`src/rtl/topk_weighted_interval_overlap_unit_macros.svh`:
```
// Assertion macros shared by the interval overlap unit RTL.
// Depends on nothing; included by modules that check their own logic.
`ifndef TOPK_WEIGHTED_INTERVAL_OVERLAP_UNIT_MACROS_SVH
`define TOPK_WEIGHTED_INTERVAL_OVERLAP_UNIT_MACROS_SVH

// Implication checked on every rising clock edge outside reset.
`define TWIO_ASSERT_IMP(label, clk, rst_n, ante, cons, msg) \
    label: assert property (@(posedge clk) disable iff (!rst_n) (ante) |-> (cons)) \
        else $error(msg);

// Next-cycle implication checked outside reset.
`define TWIO_ASSERT_NEXT(label, clk, rst_n, ante, cons, msg) \
    label: assert property (@(posedge clk) disable iff (!rst_n) (ante) |=> (cons)) \
        else $error(msg);

`endif

```
`src/rtl/twio_pkg.sv`:
```
// Package of the interval overlap unit: opcodes, status codes, entry type, states.
// Depends on nothing.
package twio_pkg;
    localparam int IdW  = 24;
    localparam int ValW = 31;
    localparam int EntW = IdW + 3 * ValW;

    typedef enum logic [1:0] {
        OP_LOAD  = 2'd0,
        OP_QUERY = 2'd1,
        OP_CLEAR = 2'd2,
        OP_NONE  = 2'd3
    } t_opcode;

    typedef enum logic [1:0] {
        ST_MATCH   = 2'd0,
        ST_NOMATCH = 2'd1,
        ST_FULL    = 2'd2
    } t_status;

    typedef struct packed {
        logic [IdW-1:0]  id;
        logic [ValW-1:0] lo;
        logic [ValW-1:0] hi;
        logic [ValW-1:0] wt;
    } t_entry;

    typedef struct packed {
        logic [1:0]      opcode;
        logic [IdW-1:0]  interval_id;
        logic [ValW-1:0] range_start;
        logic [ValW-1:0] range_end;
        logic [ValW-1:0] weight;
    } t_in_item;

    typedef struct packed {
        logic [1:0]      status;
        logic [IdW-1:0]  match_id;
        logic [ValW-1:0] match_start;
        logic [ValW-1:0] match_end;
        logic [ValW-1:0] match_weight;
        logic            last;
    } t_out_item;

    typedef enum logic [3:0] {
        S_IDLE,
        S_L_RD,     // read entry at index (search)
        S_L_CMP,    // compare read weight
        S_L_SHRD,   // read entry idx-1 for shifting
        S_L_SHWR,   // write it to idx
        S_L_INS,    // write new entry
        S_Q_RD,
        S_Q_CMP,
        S_EMIT,     // result pending in output register
        S_Q_NONE,
        S_Q_LAST    // send the held match as the final result
    } t_state;

    // Commands from controller to datapath.
    typedef struct packed {
        logic take;        // capture input item
        logic clr_cnt;
        logic inc_cnt;
        logic idx_zero;
        logic idx_cnt;     // idx <= count, remember insert position
        logic idx_inc;
        logic idx_dec;
        logic rd_idx;      // read ram at idx
        logic rd_idx_m1;   // read ram at idx-1
        logic wr_rd;       // write last read data at idx
        logic wr_new;      // write captured item at idx
        logic emit_full;
        logic emit_match;  // hold this match, send the previous one
        logic emit_none;
        logic emit_last;   // send the held match with last set
        logic hit_inc;
    } t_cmd;

    // Status from datapath to controller.
    typedef struct packed {
        t_opcode op;
        logic    full;
        logic    idx_at_cnt;   // idx == count
        logic    idx_at_pos;   // idx == insert position
        logic    wt_ge;        // read weight >= new weight
        logic    overlap;
        logic    hit_at_lim;   // hits+1 == limit
        logic    hits_zero;
        logic    out_busy;
    } t_stat;
endpackage

```
`src/rtl/twio_ctrl.sv`:
```
// Controller state machine sequencing loads, queries and clears.
// Depends on twio_pkg and the macros header.
`include "topk_weighted_interval_overlap_unit_macros.svh"
module twio_ctrl import twio_pkg::*; (
    input  logic  i_clk,
    input  logic  i_rst_n,
    input  logic  i_in_valid,
    output logic  o_in_ready,
    input  t_stat i_stat,
    output t_cmd  o_cmd
);
    t_state r_state, n_state;

    always_ff @(posedge i_clk) begin
        if (!i_rst_n) begin
            r_state <= S_IDLE;
        end else begin
            r_state <= n_state;
        end
    end

    // The idle state also waits for a pending result to drain before new work.
    always_comb begin
        n_state = r_state;
        case (r_state)
            S_IDLE: begin
                if (i_in_valid && !i_stat.out_busy) begin
                    n_state = S_L_RD;
                end
            end
            S_L_RD: begin
                case (i_stat.op)
                    OP_LOAD:  n_state = i_stat.full ? S_EMIT :
                                        (i_stat.idx_at_cnt ? S_L_INS : S_L_CMP);
                    OP_QUERY: n_state = i_stat.idx_at_cnt ? S_Q_NONE : S_Q_CMP;
                    default:  n_state = S_IDLE;
                endcase
            end
            S_L_CMP: begin
                if (!i_stat.wt_ge) begin
                    n_state = S_L_SHRD;
                end else begin
                    n_state = S_L_RD;
                end
            end
            S_L_SHRD: n_state = i_stat.idx_at_pos ? S_L_INS : S_L_SHWR;
            S_L_SHWR: n_state = S_L_SHRD;
            S_L_INS:  n_state = S_IDLE;
            S_Q_RD:   n_state = i_stat.idx_at_cnt ?
                                (i_stat.hits_zero ? S_Q_NONE : S_Q_LAST) : S_Q_CMP;
            S_Q_CMP: begin
                if (i_stat.overlap) begin
                    if (i_stat.out_busy) begin
                        n_state = S_Q_CMP;
                    end else if (i_stat.hit_at_lim) begin
                        n_state = S_Q_LAST;
                    end else begin
                        n_state = S_Q_RD;
                    end
                end else begin
                    n_state = S_Q_RD;
                end
            end
            S_Q_NONE: n_state = i_stat.out_busy ? S_Q_NONE : S_IDLE;
            S_Q_LAST: n_state = i_stat.out_busy ? S_Q_LAST : S_IDLE;
            S_EMIT:   n_state = i_stat.out_busy ? S_EMIT : S_IDLE;
            default:  n_state = S_IDLE;
        endcase
    end

    // S_L_RD doubles as the decode state after the item is taken in S_IDLE;
    // for a load the first search read is issued from there at index zero.
    always_comb begin
        o_cmd      = '0;
        o_in_ready = 1'b0;
        case (r_state)
            S_IDLE: begin
                o_in_ready = !i_stat.out_busy;
                if (i_in_valid && !i_stat.out_busy) begin
                    o_cmd.take     = 1'b1;
                    o_cmd.idx_zero = 1'b1;
                end
            end
            S_L_RD: begin
                o_cmd.rd_idx = 1'b1;
                if (i_stat.op == OP_CLEAR) begin
                    o_cmd.clr_cnt = 1'b1;
                end
                if (i_stat.op == OP_LOAD && i_stat.full) begin
                    o_cmd.emit_full = 1'b1;
                end
            end
            S_L_CMP: begin
                if (!i_stat.wt_ge) begin
                    o_cmd.idx_cnt = 1'b1;
                end else begin
                    o_cmd.idx_inc = 1'b1;
                end
            end
            S_L_SHRD: o_cmd.rd_idx_m1 = 1'b1;
            S_L_SHWR: begin
                o_cmd.wr_rd   = 1'b1;
                o_cmd.idx_dec = 1'b1;
            end
            S_L_INS: begin
                o_cmd.wr_new  = 1'b1;
                o_cmd.inc_cnt = 1'b1;
            end
            S_Q_RD: o_cmd.rd_idx = 1'b1;
            S_Q_CMP: begin
                if (i_stat.overlap) begin
                    if (!i_stat.out_busy) begin
                        o_cmd.emit_match = 1'b1;
                        o_cmd.hit_inc    = 1'b1;
                        o_cmd.idx_inc    = 1'b1;
                    end
                end else begin
                    o_cmd.idx_inc = 1'b1;
                end
            end
            S_Q_NONE: o_cmd.emit_none = !i_stat.out_busy;
            S_Q_LAST: o_cmd.emit_last = !i_stat.out_busy;
            S_EMIT:   ;
            default:  ;
        endcase
    end

    `TWIO_ASSERT_IMP(a_ready_idle, i_clk, i_rst_n, o_in_ready, r_state == S_IDLE,
        "input ready outside idle")
    `TWIO_ASSERT_IMP(a_no_emit_busy, i_clk, i_rst_n,
        o_cmd.emit_match || o_cmd.emit_none || o_cmd.emit_full || o_cmd.emit_last,
        !i_stat.out_busy, "result issued over a pending one")
    `TWIO_ASSERT_IMP(a_one_write, i_clk, i_rst_n, 1'b1, !(o_cmd.wr_rd && o_cmd.wr_new),
        "two store writes in one cycle")
endmodule
```
`config.mk`:
```
export PLATFORM = sky130hd
export DESIGN_NAME = twio_ctrl
export DESIGN_NICKNAME = d
export VERILOG_FILES = /design/src/rtl/twio_pkg.sv /design/src/rtl/twio_ctrl.sv
export VERILOG_INCLUDE_DIRS = /design/src /design/src/rtl
export SDC_FILE = /design/constraint.sdc
export NUM_CORES = 1
export LEC_CHECK = 0
export BUFFER_PORTS_ARGS = -buffer_cell sky130_fd_sc_hd__buf_2
export CORE_AREA = 2 2 39 41
export CTS_CLUSTER_SIZE = 28
export DETAILED_ROUTE_END_ITERATION = 8
export DIE_AREA = 0 0 41 43
export MAX_ROUTING_LAYER = met4
export PLACE_DENSITY = 0.76
export SYNTH_ARGS = -nofsm -noshare
export SYNTH_HDL_FRONTEND = slang
export SYNTH_SLANG_ARGS = --single-unit
```
`constraint.sdc`:
```
create_clock -name i_clk -period 3.12 [get_ports i_clk]
set_input_delay 0.624 -clock i_clk [delete_from_list [all_inputs] [get_ports i_clk]]
set_output_delay 0.624 -clock i_clk [all_outputs]
set_load 0.1 [all_outputs]
```
==> summary.md <==
| Metric | Value |
|---|---|
| First-pass GRT wire length | `2580 µm` |
| Final slew viol count | `0` |
| Post-synthesis cell type count | `30` |
| Worst Path Required | `2500 ps` |
| Hold Crit Class | `input pin to flip-flop` |
| Clock network fraction of total power | `31.2%` |
| Core Area | `0.001384 mm²` |
| Tightest Pin Transition | `480.1 ps` |
| Number of synthesis warnings | `0` |
| Post-synth EDFFs | `0` |
| First-pass DRT Iterations | `5` |
| I/O Buffers | `29` |
| Layout cells sized above 1 | `44.66%` |
| WP data arrival | `2150 ps` |
| RSZ-0062 raised after global routing | `no` |
| Worst setup margin | `344.7 ps` |
| IO Pins | `30` |
| Placed wire-length estimate | `1276 µm` |
| Sequential share of the synthesized area | `14.10%` |
| Clock sink count | `4` |
| Post-cts sizing count | `0` |
| Total CTS buffers | `3` |
| Post-synth ARST share | `0%` |
| Synthesized cell area | `568.0 µm²` |
| Syn Nets | `92` |
| Synthesis-to-finish area growth | `26.87%` |
| Cell at the root of the clock tree | `clkbuf_4` |
| Drt first-iter violations | `22` |
| Antenna cells | `0` |
| Final wirelength | `1600 µm` |
| Internal power | `0.0001193 W` |
| Synth Area in Compound Gates | `25.99%` |
| Top-count cell post-synth | `nor2_1` |
| Peak supply drop | `0.0001500 V` |
| R2r worst-path depth | `4` |
| Switching portion of total power | `44.93%` |
| Post-Syn Area per Cell | `7.190 µm²` |
| Synth top cells by count | `nor2_1 (9), a21oi_1 (8), nor3_1 (7)` |
| Post-synth top area cell | `dfxtp_1` |
| Final Critical Period | `2775 ps` |
| Mux cell area share after synthesis | `1.762%` |
| Lkg Pwr | `0.3331 nW` |
| Total grt overflow | `0` |
| DR vias | `688` |
| Place WS | `612.6 ps` |
| Regs by FF count | `r_state x4` |
| Endpoints failing setup | `0` |
| Yosys reg bits | `4` |
| Status | `completed` |
| Vias/cell | `5.782` |
| Switching power | `0.00009731 W` |
| RePlAce Congestion | `0.9819` |
| Initial antenna violation count | `0` |
| Crit share post-route | `88.95%` |
| Final-report hold violation count | `0` |
| Fmax | `360.3 MHz` |
| Post-route ant nets | `0` |
| Largest register by flop count | `r_state` |
| Sequential group share of total power | `27.1%` |
| Pin count of the biggest net entering global routing | `15` |
| Vias in the first global route | `640` |
| Synth Area in Adders | `0%` |
| Layout Skew | `3.078 ps` |
| Number of cells produced by synthesis | `79` |
| Logic pwr share | `41.7%` |
| P per Cell Area | `300.5 mW/mm²` |
| Largest register FFs | `4` |
| Main synth FF type | `dfxtp_1` |
| Final setup TNS | `0 ps` |
| Die Ht | `43 µm` |
| DRC Markers | `0` |
| Synth area leaders | `dfxtp_1 (14%), a21oi_1 (7.0%), buf_4 (6.6%)` |
| Latest clock arrival within the worst-skew pair | `240 ps` |
| Crit path capture type | `output port` |
| Hold Path Depth | `3` |
| Htree depth | `1` |
| Die width | `41 µm` |
| Hold-fix buffers, CTS | `0` |
| CTS tree | `yes` |
| Longest Clk Path Bufs | `2` |
| Initial core utilization | `41.05%` |
| Rel. slew slack | `67.95%` |
| WS Path Type | `flip-flop to output port` |
| Gr usage total | `21.46%` |
| Setup Buffers After CTS | `0` |
| Drt wl/cell | `13.45 µm` |
| Simple-Gate Fraction of Synth Area | `42.29%` |
| CTS clk-pin slew, worst paths | `40 ps` |
| Overall die area | `0.001763 mm²` |
| Crit start category | `flip-flop` |
| Max-Cap Viols | `0` |
| # rows | `14` |
| Post-synth top area share | `14.10%` |
| Post-layout nets | `118` |
| Largest family of logic cells by synthesized area | `simple AND/OR/NAND/NOR gates` |
| Post-synthesis xor/xnor area fraction | `0%` |
| Crit-path max FO | `13` |
-- worst paths after layout --
path                      startpoint                       to  slack [ps]
max reg2reg  r_state[0]$_SDFFE_PN0P_  r_state[3]$_SDFFE_PN0P_        1430
min                          i_rst_n  r_state[0]$_SDFFE_PN0P_         690
min reg2reg  r_state[0]$_SDFFE_PN0P_  r_state[0]$_SDFFE_PN0P_         700
max          r_state[0]$_SDFFE_PN0P_                 o_cmd[4]         340
-- final cells by class --
class | instances | area, µm²
Timing Repair Buffer | 29 | 145.1
Sequential cell | 4 | 80.08
Multi-Input combinational cell | 62 | 434.2
Fill cell | 144 | 663.1
Inverter | 5 | 18.77
Clock buffer | 3 | 22.52
Tap cell | 16 | 20.02
-- cells in the final DEF, fill, tap and decap left out, types with 3 or more instances in the layout --
cell type,n
nor3_2,6
buf_2,29
a21oi_1,8
nand2b_1,4
nor2_1,9
clkbuf_4,3
nand3_1,6
nand2_1,6
inv_1,4
dfxtp_1,4
-- metal layers --
layer  GRT usage, %  wire, µm  up-vias  part of all wire [%]
met5              -         0        -                     0
met4          10.67        25        0                   1.6
met3          5.236       100        4                   6.3
met2          32.50       823       32                    51
met1          25.24       651      318                    41
li1               -         -      334                     -
-- critical path, cell delays in order (launching register included) --
cell and delay (ps):
dfxtp_1 600, or2b_1 370, nor3_2 290, nand3_1 160, inv_1 70, buf_2 420
-- logic make-up (layout without fill, tap and decap cells) --
kind of cell | after synthesis | in the layout
AOI/OAI and AO/OA | 18 | 18
buffers and inverters | 13 | 37
DFF | 4 | 4
muxes | 1 | 1
and+or+nand+nor | 43 | 43
-- power by group through the flow --
stage / registers, W / clock network, W / logic (W)
2_1_floorplan: 0.0000549 / 0 / 0.0000755
3_3_place_gp: 0.0000592 / 0 / 0.0000885
3_5_place_dp: 0.0000595 / 0 / 0.0000898
4_1_cts: 0.0000586 / 0.0000685 / 0.0000900
5_1_grt: 0.0000593 / 0.0000726 / 0.0000952
6_report: 0.0000588 / 0.0000675 / 0.0000903
-- stage by stage --
stage                     util, %  instance area (µm²)  instances   power, W  hold WS (ps)
final                       52.08                720.7        119  0.0002166         686.8
after global routing        52.08                720.7        119  0.0002271         691.7
after CTS                   52.08                720.7        119  0.0002171         680.3
after detailed placement    50.45                698.2        116  0.0001493         693.7
after global placement      50.45                698.2        116  0.0001476         679.1
after floorplan                 -                604.3         79  0.0001304         648.0
Power figures use the tool's default switching activity.
